===== config.mk =====
export PLATFORM = sky130hd
export DESIGN_NAME = array_table_engine_top
export DESIGN_NICKNAME = d
export VERILOG_FILES = /design/src/hw/rtl/ate_pkg.sv /design/src/hw/rtl/array_table_engine_top.sv /design/src/hw/rtl/ate_front.sv /design/src/hw/rtl/ate_engine.sv
export SDC_FILE = /design/constraint.sdc
export NUM_CORES = 2
export LEC_CHECK = 0
export ABC_AREA = 0
export BUFFER_PORTS_ARGS = -buffer_cell sky130_fd_sc_hd__buf_2
export CORE_ASPECT_RATIO = 0.7
export CORE_MARGIN = 2
export CORE_UTILIZATION = 64
export DETAILED_ROUTE_END_ITERATION = 10
export GPL_TIMING_DRIVEN = 0
export HOLD_SLACK_MARGIN = 0.06
export PLACE_DENSITY_LB_ADDON = 0.2
export SLEW_MARGIN = 40
export SYNTH_ARGS = -nofsm -noshare
export SYNTH_HDL_FRONTEND = slang
export SYNTH_HIERARCHICAL = 1
export SYNTH_SLANG_ARGS = --single-unit

===== constraint.sdc =====
create_clock -name clk -period 12.5 [get_ports clk]
set_clock_uncertainty 0.05 [all_clocks]
set_input_delay 2.5 -clock clk [delete_from_list [all_inputs] [get_ports clk]]
set_output_delay 2.5 -clock clk [all_outputs]
set_load 0.1 [all_outputs]

===== src/hw/rtl/ate_pkg.sv =====
// shared types, constants and codes for the array table engine
package ate_pkg;

  localparam int DEPTH  = 64;
  localparam int AW     = $clog2(DEPTH);
  localparam int CW     = $clog2(DEPTH + 1);
  localparam int QDEPTH = 2;
  localparam int QAW    = $clog2(QDEPTH);
  localparam int QCW    = $clog2(QDEPTH + 1);

  typedef logic [AW-1:0]        addr_t;
  typedef logic [CW-1:0]        cnt_t;
  typedef logic signed [31:0]   elem_t;
  typedef logic [QAW-1:0]       qptr_t;
  typedef logic [QCW-1:0]       qcnt_t;

  typedef enum logic [2:0] {
    CMD_CLEAR  = 3'd0,
    CMD_APPEND = 3'd1,
    CMD_INSERT = 3'd2,
    CMD_DELETE = 3'd3,
    CMD_SEARCH = 3'd4,
    CMD_DUMP   = 3'd5
  } cmd_t;

  typedef enum logic [2:0] {
    ST_OK       = 3'd0,
    ST_EMPTY    = 3'd1,
    ST_BADPOS   = 3'd2,
    ST_NOTFOUND = 3'd3,
    ST_FULL     = 3'd4
  } status_t;

  typedef enum logic [2:0] {
    ES_IDLE,
    ES_SHIFT_UP,
    ES_FIND,
    ES_SHIFT_DN,
    ES_SCAN,
    ES_FIN
  } eng_state_t;

  typedef struct packed {
    cmd_t  cmd;
    cnt_t  pos;
    elem_t val;
  } req_t;

endpackage


===== src/hw/rtl/array_table_engine_top.sv =====
// array table engine: single-result commands pass through the request queue and the result register
// insert walks count-pos entries, delete/search/dump walk up to count entries, one per cycle unless the output stalls
// other commands leave the engine once the result register is free; a 2-entry queue sits ahead
// synchronous active-low reset empties the queue, zeroes the count and drops pending results
// element memory is not cleared by reset; entries are read only below the count
module array_table_engine_top (
  input  logic         clk,
  input  logic         rst_n,
  input  logic         in_valid,
  output logic         in_ready,
  input  logic [2:0]   in_command,
  input  logic [6:0]   in_position,
  input  logic signed [31:0] in_value,
  output logic         out_valid,
  input  logic         out_ready,
  output logic [2:0]   out_status,
  output logic [5:0]   out_index,
  output logic signed [31:0] out_element,
  output logic         out_last
);

  logic          q_valid;
  logic          q_pop;
  ate_pkg::req_t q_req;

  ate_front u_front (
    .clk         (clk),
    .rst_n       (rst_n),
    .in_valid    (in_valid),
    .in_ready    (in_ready),
    .in_command  (in_command),
    .in_position (in_position),
    .in_value    (in_value),
    .q_valid     (q_valid),
    .q_req       (q_req),
    .q_pop       (q_pop)
  );

  ate_engine u_engine (
    .clk         (clk),
    .rst_n       (rst_n),
    .q_valid     (q_valid),
    .q_req       (q_req),
    .q_pop       (q_pop),
    .out_valid   (out_valid),
    .out_ready   (out_ready),
    .out_status  (out_status),
    .out_index   (out_index),
    .out_element (out_element),
    .out_last    (out_last)
  );

endmodule


===== src/hw/rtl/ate_front.sv =====
// request intake: drops unused command codes and queues the rest for the engine
module ate_front (
  input  logic            clk,
  input  logic            rst_n,
  input  logic            in_valid,
  output logic            in_ready,
  input  logic [2:0]      in_command,
  input  ate_pkg::cnt_t   in_position,
  input  ate_pkg::elem_t  in_value,
  output logic            q_valid,
  output ate_pkg::req_t   q_req,
  input  logic            q_pop
);

  ate_pkg::req_t  q_mem_r [ate_pkg::QDEPTH];
  ate_pkg::qptr_t wr_ptr_r, wr_ptr_nxt;
  ate_pkg::qptr_t rd_ptr_r, rd_ptr_nxt;
  ate_pkg::qcnt_t fill_r, fill_nxt;
  logic           known;
  logic           push;

  assign in_ready = (fill_r != ate_pkg::qcnt_t'(ate_pkg::QDEPTH));
  assign known    = (in_command <= ate_pkg::CMD_DUMP);
  // codes beyond dump are taken and dropped without a result
  assign push     = in_valid && in_ready && known;
  assign q_valid  = (fill_r != '0);
  assign q_req    = q_mem_r[rd_ptr_r];

  always_comb begin
    wr_ptr_nxt = wr_ptr_r;
    rd_ptr_nxt = rd_ptr_r;
    fill_nxt   = fill_r;
    if (push) begin
      wr_ptr_nxt = wr_ptr_r + ate_pkg::qptr_t'(1);
    end
    if (q_pop) begin
      rd_ptr_nxt = rd_ptr_r + ate_pkg::qptr_t'(1);
    end
    priority if (push && !q_pop) begin
      fill_nxt = fill_r + ate_pkg::qcnt_t'(1);
    end else if (!push && q_pop) begin
      fill_nxt = fill_r - ate_pkg::qcnt_t'(1);
    end else begin
      fill_nxt = fill_r;
    end
  end

  always_ff @(posedge clk) begin
    if (!rst_n) begin
      wr_ptr_r <= '0;
      rd_ptr_r <= '0;
      fill_r   <= '0;
    end else begin
      wr_ptr_r <= wr_ptr_nxt;
      rd_ptr_r <= rd_ptr_nxt;
      fill_r   <= fill_nxt;
    end
  end

  always_ff @(posedge clk) begin
    if (push) begin
      q_mem_r[wr_ptr_r] <= '{cmd: ate_pkg::cmd_t'(in_command), pos: in_position,
                             val: in_value};
    end
  end

  a_fill_bound: assert property (@(posedge clk) disable iff (!rst_n)
    fill_r <= ate_pkg::qcnt_t'(ate_pkg::QDEPTH))
    else $error("request queue fill above its depth");

  a_no_pop_empty: assert property (@(posedge clk) disable iff (!rst_n)
    q_pop |-> q_valid)
    else $error("engine popped an empty request queue");

endmodule


===== src/hw/rtl/ate_engine.sv =====
// back end: element memory, count and the sequencer that walks, shifts and emits results
module ate_engine (
  input  logic             clk,
  input  logic             rst_n,
  input  logic             q_valid,
  input  ate_pkg::req_t    q_req,
  output logic             q_pop,
  output logic             out_valid,
  input  logic             out_ready,
  output logic [2:0]       out_status,
  output ate_pkg::addr_t   out_index,
  output ate_pkg::elem_t   out_element,
  output logic             out_last
);

  ate_pkg::elem_t      mem [ate_pkg::DEPTH];
  ate_pkg::elem_t      rd_data_r;

  ate_pkg::eng_state_t state_r, state_nxt;
  ate_pkg::cnt_t       count_r, count_nxt;
  ate_pkg::addr_t      ptr_r, ptr_nxt;
  logic                rd_done_r, rd_done_nxt;
  logic                p_valid_r, p_valid_nxt;
  ate_pkg::addr_t      p_idx_r, p_idx_nxt;
  logic                h_valid_r, h_valid_nxt;
  ate_pkg::addr_t      h_idx_r, h_idx_nxt;
  ate_pkg::cmd_t       cmd_r;
  ate_pkg::addr_t      pos_r;
  ate_pkg::elem_t      val_r;

  logic                out_valid_r;
  ate_pkg::status_t    out_status_r;
  ate_pkg::addr_t      out_index_r;
  ate_pkg::elem_t      out_element_r;
  logic                out_last_r;

  logic                out_free;
  logic                match;
  logic                p_last;
  logic                ptr_last;
  logic                latch;
  logic                we, re;
  ate_pkg::addr_t      wa, ra;
  ate_pkg::elem_t      wd;
  logic                o_load;
  ate_pkg::status_t    o_status;
  ate_pkg::addr_t      o_index;
  ate_pkg::elem_t      o_elem;
  logic                o_last;
  logic                go_idle, go_up, go_find, go_dn, go_scan, go_fin;

  assign out_free = !out_valid_r || out_ready;
  assign match    = (rd_data_r == val_r);
  assign p_last   = (ate_pkg::cnt_t'(p_idx_r) + ate_pkg::cnt_t'(1) == count_r);
  assign ptr_last = (ate_pkg::cnt_t'(ptr_r) + ate_pkg::cnt_t'(1) == count_r);

  // next state
  always_comb begin
    priority if (go_idle) begin
      state_nxt = ate_pkg::ES_IDLE;
    end else if (go_up) begin
      state_nxt = ate_pkg::ES_SHIFT_UP;
    end else if (go_find) begin
      state_nxt = ate_pkg::ES_FIND;
    end else if (go_dn) begin
      state_nxt = ate_pkg::ES_SHIFT_DN;
    end else if (go_scan) begin
      state_nxt = ate_pkg::ES_SCAN;
    end else if (go_fin) begin
      state_nxt = ate_pkg::ES_FIN;
    end else begin
      state_nxt = state_r;
    end
  end

  // datapath control and result generation
  always_comb begin
    logic             single;
    logic             wr_new;
    logic             issue;
    logic             p_adv;
    ate_pkg::status_t st;
    single      = 1'b0;
    wr_new      = 1'b0;
    issue       = 1'b0;
    p_adv       = 1'b0;
    st          = ate_pkg::ST_OK;
    q_pop       = 1'b0;
    latch       = 1'b0;
    we          = 1'b0;
    wa          = p_idx_r;
    wd          = rd_data_r;
    re          = 1'b0;
    ra          = ptr_r;
    o_load      = 1'b0;
    o_index     = '0;
    o_elem      = '0;
    o_last      = 1'b1;
    count_nxt   = count_r;
    ptr_nxt     = ptr_r;
    rd_done_nxt = rd_done_r;
    p_valid_nxt = p_valid_r;
    p_idx_nxt   = p_idx_r;
    h_valid_nxt = h_valid_r;
    h_idx_nxt   = h_idx_r;
    go_idle     = 1'b0;
    go_up       = 1'b0;
    go_find     = 1'b0;
    go_dn       = 1'b0;
    go_scan     = 1'b0;
    go_fin      = 1'b0;

    unique case (state_r)
      ate_pkg::ES_IDLE: begin
        if (q_valid) begin
          unique case (q_req.cmd)
            ate_pkg::CMD_CLEAR: begin
              single = 1'b1;
            end
            ate_pkg::CMD_APPEND: begin
              single = 1'b1;
              if (count_r == ate_pkg::cnt_t'(ate_pkg::DEPTH)) begin
                st = ate_pkg::ST_FULL;
              end else begin
                wr_new = 1'b1;
              end
            end
            ate_pkg::CMD_INSERT: begin
              priority if (count_r == '0) begin
                single = 1'b1;
                st     = ate_pkg::ST_EMPTY;
              end else if (q_req.pos > count_r) begin
                single = 1'b1;
                st     = ate_pkg::ST_BADPOS;
              end else if (count_r == ate_pkg::cnt_t'(ate_pkg::DEPTH)) begin
                single = 1'b1;
                st     = ate_pkg::ST_FULL;
              end else if (q_req.pos == count_r) begin
                // insert at the end needs no shift
                single = 1'b1;
                wr_new = 1'b1;
              end else begin
                go_up   = 1'b1;
                ptr_nxt = ate_pkg::addr_t'(count_r - ate_pkg::cnt_t'(1));
              end
            end
            ate_pkg::CMD_DELETE, ate_pkg::CMD_SEARCH, ate_pkg::CMD_DUMP: begin
              if (count_r == '0) begin
                single = 1'b1;
                st     = ate_pkg::ST_EMPTY;
              end else begin
                go_find = (q_req.cmd == ate_pkg::CMD_DELETE);
                go_scan = (q_req.cmd != ate_pkg::CMD_DELETE);
                ptr_nxt = '0;
              end
            end
            default: begin
            end
          endcase
          if (go_up || go_find || go_scan) begin
            q_pop       = 1'b1;
            latch       = 1'b1;
            rd_done_nxt = 1'b0;
            p_valid_nxt = 1'b0;
            h_valid_nxt = 1'b0;
          end else if (single && out_free) begin
            q_pop  = 1'b1;
            o_load = 1'b1;
            if (wr_new) begin
              we        = 1'b1;
              wa        = ate_pkg::addr_t'(count_r);
              wd        = q_req.val;
              count_nxt = count_r + ate_pkg::cnt_t'(1);
            end
            if (q_req.cmd == ate_pkg::CMD_CLEAR) begin
              count_nxt = '0;
            end
          end
        end
      end

      ate_pkg::ES_SHIFT_UP: begin
        // read entry i, write it to i+1 next cycle, walking down to the position
        if (p_valid_r) begin
          we = 1'b1;
          wa = p_idx_r + ate_pkg::addr_t'(1);
          wd = rd_data_r;
        end
        if (!rd_done_r) begin
          issue = 1'b1;
          if (ptr_r == pos_r) begin
            rd_done_nxt = 1'b1;
          end else begin
            ptr_nxt = ptr_r - ate_pkg::addr_t'(1);
          end
        end else if (!p_valid_r && out_free) begin
          we        = 1'b1;
          wa        = pos_r;
          wd        = val_r;
          count_nxt = count_r + ate_pkg::cnt_t'(1);
          o_load    = 1'b1;
          go_idle   = 1'b1;
        end
        p_valid_nxt = issue;
      end

      ate_pkg::ES_FIND: begin
        priority if (p_valid_r && match) begin
          go_dn       = 1'b1;
          p_valid_nxt = 1'b0;
          if (p_last) begin
            rd_done_nxt = 1'b1;
          end else begin
            ptr_nxt     = p_idx_r + ate_pkg::addr_t'(1);
            rd_done_nxt = 1'b0;
          end
        end else if (p_valid_r && p_last) begin
          if (out_free) begin
            o_load      = 1'b1;
            st          = ate_pkg::ST_NOTFOUND;
            p_valid_nxt = 1'b0;
            go_idle     = 1'b1;
          end
        end else begin
          if (!rd_done_r) begin
            issue = 1'b1;
            if (ptr_last) begin
              rd_done_nxt = 1'b1;
            end else begin
              ptr_nxt = ptr_r + ate_pkg::addr_t'(1);
            end
          end
          p_valid_nxt = issue;
        end
      end

      ate_pkg::ES_SHIFT_DN: begin
        // read entry i, write it to i-1 next cycle, walking up to the top
        if (p_valid_r) begin
          we = 1'b1;
          wa = p_idx_r - ate_pkg::addr_t'(1);
          wd = rd_data_r;
        end
        if (!rd_done_r) begin
          issue = 1'b1;
          if (ptr_last) begin
            rd_done_nxt = 1'b1;
          end else begin
            ptr_nxt = ptr_r + ate_pkg::addr_t'(1);
          end
        end else if (!p_valid_r && out_free) begin
          count_nxt = count_r - ate_pkg::cnt_t'(1);
          o_load    = 1'b1;
          go_idle   = 1'b1;
        end
        p_valid_nxt = issue;
      end

      ate_pkg::ES_SCAN: begin
        if (p_valid_r) begin
          priority if (cmd_r == ate_pkg::CMD_DUMP) begin
            if (out_free) begin
              o_load  = 1'b1;
              o_index = p_idx_r;
              o_elem  = rd_data_r;
              o_last  = p_last;
              p_adv   = 1'b1;
            end
          end else if (match) begin
            // a match is held back until the next one shows whether it is the last
            if (!h_valid_r) begin
              h_valid_nxt = 1'b1;
              h_idx_nxt   = p_idx_r;
              p_adv       = 1'b1;
            end else if (out_free) begin
              o_load    = 1'b1;
              o_index   = h_idx_r;
              o_elem    = val_r;
              o_last    = 1'b0;
              h_idx_nxt = p_idx_r;
              p_adv     = 1'b1;
            end
          end else begin
            p_adv = 1'b1;
          end
        end
        if (!rd_done_r && (!p_valid_r || p_adv)) begin
          issue = 1'b1;
          if (ptr_last) begin
            rd_done_nxt = 1'b1;
          end else begin
            ptr_nxt = ptr_r + ate_pkg::addr_t'(1);
          end
        end
        if (!p_valid_r || p_adv) begin
          p_valid_nxt = issue;
        end
        if (p_adv && p_last) begin
          go_idle = (cmd_r == ate_pkg::CMD_DUMP);
          go_fin  = (cmd_r != ate_pkg::CMD_DUMP);
        end
      end

      ate_pkg::ES_FIN: begin
        if (out_free) begin
          o_load = 1'b1;
          if (h_valid_r) begin
            o_index = h_idx_r;
            o_elem  = val_r;
          end else begin
            st = ate_pkg::ST_NOTFOUND;
          end
          h_valid_nxt = 1'b0;
          go_idle     = 1'b1;
        end
      end

      default: begin
        go_idle = 1'b1;
      end
    endcase

    if (issue) begin
      re        = 1'b1;
      ra        = ptr_r;
      p_idx_nxt = ptr_r;
    end
    o_status = st;
  end

  always_ff @(posedge clk) begin
    if (we) begin
      mem[wa] <= wd;
    end
    if (re) begin
      rd_data_r <= mem[ra];
    end
  end

  always_ff @(posedge clk) begin
    if (!rst_n) begin
      state_r     <= ate_pkg::ES_IDLE;
      count_r     <= '0;
      rd_done_r   <= 1'b0;
      p_valid_r   <= 1'b0;
      h_valid_r   <= 1'b0;
      out_valid_r <= 1'b0;
    end else begin
      state_r     <= state_nxt;
      count_r     <= count_nxt;
      rd_done_r   <= rd_done_nxt;
      p_valid_r   <= p_valid_nxt;
      h_valid_r   <= h_valid_nxt;
      if (o_load) begin
        out_valid_r <= 1'b1;
      end else if (out_ready) begin
        out_valid_r <= 1'b0;
      end
    end
  end

  always_ff @(posedge clk) begin
    ptr_r   <= ptr_nxt;
    p_idx_r <= p_idx_nxt;
    h_idx_r <= h_idx_nxt;
    if (latch) begin
      cmd_r <= q_req.cmd;
      pos_r <= ate_pkg::addr_t'(q_req.pos);
      val_r <= q_req.val;
    end
    if (o_load) begin
      out_status_r  <= o_status;
      out_index_r   <= o_index;
      out_element_r <= o_elem;
      out_last_r    <= o_last;
    end
  end

  assign out_valid   = out_valid_r;
  assign out_status  = out_status_r;
  assign out_index   = out_index_r;
  assign out_element = out_element_r;
  assign out_last    = out_last_r;

  a_count_bound: assert property (@(posedge clk) disable iff (!rst_n)
    count_r <= ate_pkg::cnt_t'(ate_pkg::DEPTH))
    else $error("element count above depth");

  a_idle_no_read: assert property (@(posedge clk) disable iff (!rst_n)
    (state_r == ate_pkg::ES_IDLE) |-> !p_valid_r)
    else $error("read data pending while idle");

  a_held_match: assert property (@(posedge clk) disable iff (!rst_n)
    h_valid_r |-> (state_r == ate_pkg::ES_SCAN || state_r == ate_pkg::ES_FIN))
    else $error("held search match outside a search");

  a_load_free: assert property (@(posedge clk) disable iff (!rst_n)
    o_load |-> out_free)
    else $error("result register overwritten before it was taken");

endmodule

==> impl_metrics.env <==
export IMPL_synth_area_um2=89700
export IMPL_layout_nets=5108
export IMPL_drt_initial_drc_count=10400
export IMPL_cts_tree="built"
export IMPL_p_switching_mw=5.74
export IMPL_ff2ff_path_depth=22
export IMPL_rrSetupSlack_ps=5100
export IMPL_n_fill_cell=7352
export IMPL_grt_pass1_wl_um=388000
export IMPL_grt_pass1_vias=50100
export IMPL_numCtsBuffers=198
export IMPL_start_util=0.647
export IMPL_p_leak_nw=35.0
export IMPL_critPathLaunchType="register"
export IMPL_hold_buffers=0
export IMPL_cp_data_required_time_ps=13010
export IMPL_cts_sinks=2284
export IMPL_power_density_nw_per_um2=186
export IMPL_drive_gt1_frac=0.384
export IMPL_cap_violations=0
export IMPL_antenna_left=0
export IMPL_root_buffer="clkbuf_16"
export IMPL_core_area_um2=139000
export IMPL_path_max_fanout=10
export IMPL_share_seq_of_total_power=0.463
export IMPL_routed_via_density=7.32
export IMPL_die_h_um=317
export IMPL_seq_area_um2=68400
export IMPL_rows=114
export IMPL_syn_num_nets=4113
export IMPL_rsz0062_at_grt="false"
export IMPL_path_clk_slew_ps=70
export IMPL_critical_path_arrival_ps=7910
export IMPL_fmax_ghz=0.135
export IMPL_drt_pass1_iter_count=10
export IMPL_multi_input_area_um2=20700
export IMPL_overflow=0
export IMPL_drc=0
export IMPL_area_delta_synth_final_pct=16.1
export IMPL_die_area_um2=143000
export IMPL_ctsResizeCount=0
export IMPL_wl_per_cell_um=39.6
export IMPL_ys_warn_count=6
export IMPL_endpoint_kind="register"
export IMPL_hold_path_class="reg -> reg"
export IMPL_clk_latency_ps=880
export IMPL_pin_count=90
export IMPL_ys_types=79
export IMPL_intPower_mw=13.6
export IMPL_min_delay_start="u_engine/p_idx_r[5]"
export IMPL_ys_seq_elements=2284
export IMPL_vdd_drop_max_mv=0.170
export IMPL_antenna_found_initial=27
export IMPL_status="complete, no violations"
export IMPL_path_class="reg -> reg"
export IMPL_async_flop_share=0
export IMPL_hold_depth=0
export IMPL_hold_viol_final=0
export IMPL_grt_max_degree=65
export IMPL_place_hpwl_um=194000
export IMPL_io_buffers=89
export IMPL_worst_slew_pin_slew_ps=957
export IMPL_htreeDepth=4
export IMPL_grt_usage=0.399
export IMPL_power_share_clock=0.318
export IMPL_synth_flop_cell="edfxtp_1"
export IMPL_setup_viol=0
export IMPL_combinationalPowerShare=0.219
export IMPL_vias=51900
export IMPL_die_w_um=451
export IMPL_slew_viol_final=0
export IMPL_period_needed_ps=7400
export IMPL_setup_tns_ps=0
export IMPL_r2r_end="u_engine/mem[23][11]"
export IMPL_fin_crit_sh=0.592
export IMPL_min_to="u_engine/h_idx_r[5]"
export IMPL_syn_avg_cell_area_um2=22.1
export IMPL_p_sw_frac=0.297
export IMPL_synthCells=4052
export IMPL_yosysSeqAreaShare=0.763
export IMPL_drt_wl_total_um=281000
export IMPL_post_cts_buffers=0
export IMPL_place_gp_congestion=1.02
export IMPL_synth_edf_count=2265
export IMPL_power_total_mw=19.3
export IMPL_cts_buffer_depth=3
export IMPL_relSlewSlack=0.362
==> metrics by stage <==
| stage | std cells | util | area [µm²] | hold slack (ps) | worst slack (ps) |
|---|---|---|---|---|---|
| final | 7079 | 0.752 | 104000 | 409 | 5100 |
| after floorplan | 4052 | - | 89700 | 374 | 4550 |
| after CTS | 7067 | 0.751 | 104000 | 414 | 5420 |
| after global routing | 7071 | 0.752 | 104000 | 428 | 5060 |
| after global placement | 5997 | 0.667 | 92400 | 394 | -2050 |
| after detailed placement | 6702 | 0.705 | 97700 | 400 | 4580 |
==> metal layers <==
layer / routed length (µm) / GRT usage / vias to the layer above
li1: - / - / 19300
met1: 94500 / 0.555 / 26500
met2: 123000 / 0.573 / 5113
met3: 48100 / 0.152 / 854
met4: 14300 / 0.176 / 32
met5: 570 / 0 / -
==> critical path, stage by stage (launching register included) <==
cell	delay, ps
dfxtp_1	460
buf_2	220
buf_2	330
mux2_2	430
ha_1	330
nand4_1	260
o32ai_4	410
nand4_2	230
buf_4	270
o32ai_1	630
nand2b_1	110
clkbuf_1	260
clkbuf_1	400
nor4_2	620
buf_2	290
buf_2	210
buf_2	210
buf_2	200
buf_2	220
buf_2	220
buf_2	230
buf_2	220
buf_2	230
==> synthesized netlist by cell type (all sizes together) (8+ instances only) <==
| library cell | number | area (µm²) |
|---|---|---|
| ha | 15 | 188 |
| o22ai | 17 | 106 |
| xnor2 | 68 | 596 |
| o21ai | 31 | 155 |
| a22o | 39 | 342 |
| a22oi | 19 | 143 |
| edfxtp | 2265 | 68000 |
| mux2 | 43 | 484 |
| a21oi | 47 | 235 |
| nand2b | 17 | 106 |
| clkbuf | 141 | 531 |
| or2 | 9 | 56.3 |
| nand3 | 25 | 125 |
| xor2 | 9 | 78.8 |
| mux4 | 616 | 13900 |
| a31oi | 14 | 87.6 |
| a221oi | 13 | 114 |
| nor4 | 64 | 432 |
| inv | 52 | 195 |
| dfxtp | 19 | 380 |
| buf | 101 | 448 |
| nor2 | 62 | 233 |
| nand4 | 19 | 125 |
| nand2 | 67 | 251 |
| and3 | 10 | 67.6 |
| o221ai | 13 | 114 |
| a211oi | 10 | 75.1 |
| nor3 | 30 | 150 |
| a222oi | 32 | 320 |
| mux2i | 70 | 701 |
| a311oi | 9 | 85.1 |
| and2 | 8 | 50.1 |
==> how the worst max path moves through the flow <==
stage	endpoint	slack, ps	depth (start not counted)
floorplan	u_engine/mem[16][0]	4550	9
global placement	u_engine/mem[58][3]	-2050	9
detailed placement	u_engine/mem[23][11]	4580	19
CTS	u_engine/mem[23][11]	5420	19
global route	u_engine/mem[23][11]	5060	22
finish	u_engine/mem[23][11]	5100	22
==> cell usage in the layout, fill, tap and decap left out, drive strengths merged, types with 39 or more instances in the layout <==
cell type  instances
clkbuf           396
a22o              39
nor2              62
buf              888
clkinv            89
xnor2             68
a21oi             47
edfxtp          2265
nand2             67
mux4             616
mux2              43
inv               57
nor4              64
mux2i             70
==> cells by family after synthesis <==
group	after synthesis	share of synthesized area
AO/OA/AOI/OAI	305	0.0259
AND/OR/NAND/NOR	342	0.0203
flip-flops	2284	0.763
XOR/XNOR	78	0.00777
buffers and inverters	299	0.0133
multiplexers	729	0.168
adder cells (fa/ha/maj)	15	0.00209
==> area by class of cell <==
class | count | area share
plain buffers | 242 | 0.0104
clock buffers | 249 | 0.0506
clock inverters | 116 | 0.0105
flip-flops and latches | 2284 | 0.657
diodes | 11 | 0.000264
well taps | 1856 | 0.0223
inverters | 57 | 0.00282
repair buffers | 795 | 0.0472
multi-input cells | 1469 | 0.199
==> state kept, by name, indices dropped and copies added, names as in the netlist, 2 cells and up, named ones only <==
name	count
u_engine/pos_r	6
u_engine/ptr_r	6
u_engine/p_idx_r	6
u_engine/mem	2048
u_engine/out_element	32
u_engine/state_r	3
u_engine/out_status	3
u_engine/h_idx_r	6
u_engine/out_index	6
u_front/q_mem_r	84
u_engine/rd_data_r	32
u_engine/val_r	32
u_engine/count_r	7
u_engine/cmd_r	3
u_front/fill_r	2
==> power by group through the flow <==
stage / sequential (mW) / combinational (mW) / clock, mW
floorplan: 9.45 / 2.06 / 0
global placement: 9.17 / 3.71 / 0
detailed placement: 9.11 / 4.02 / 0
CTS: 8.95 / 4.08 / 6.18
global route: 8.96 / 4.30 / 6.45
finish: 8.95 / 4.23 / 6.15
Power figures use the tool's default switching activity.
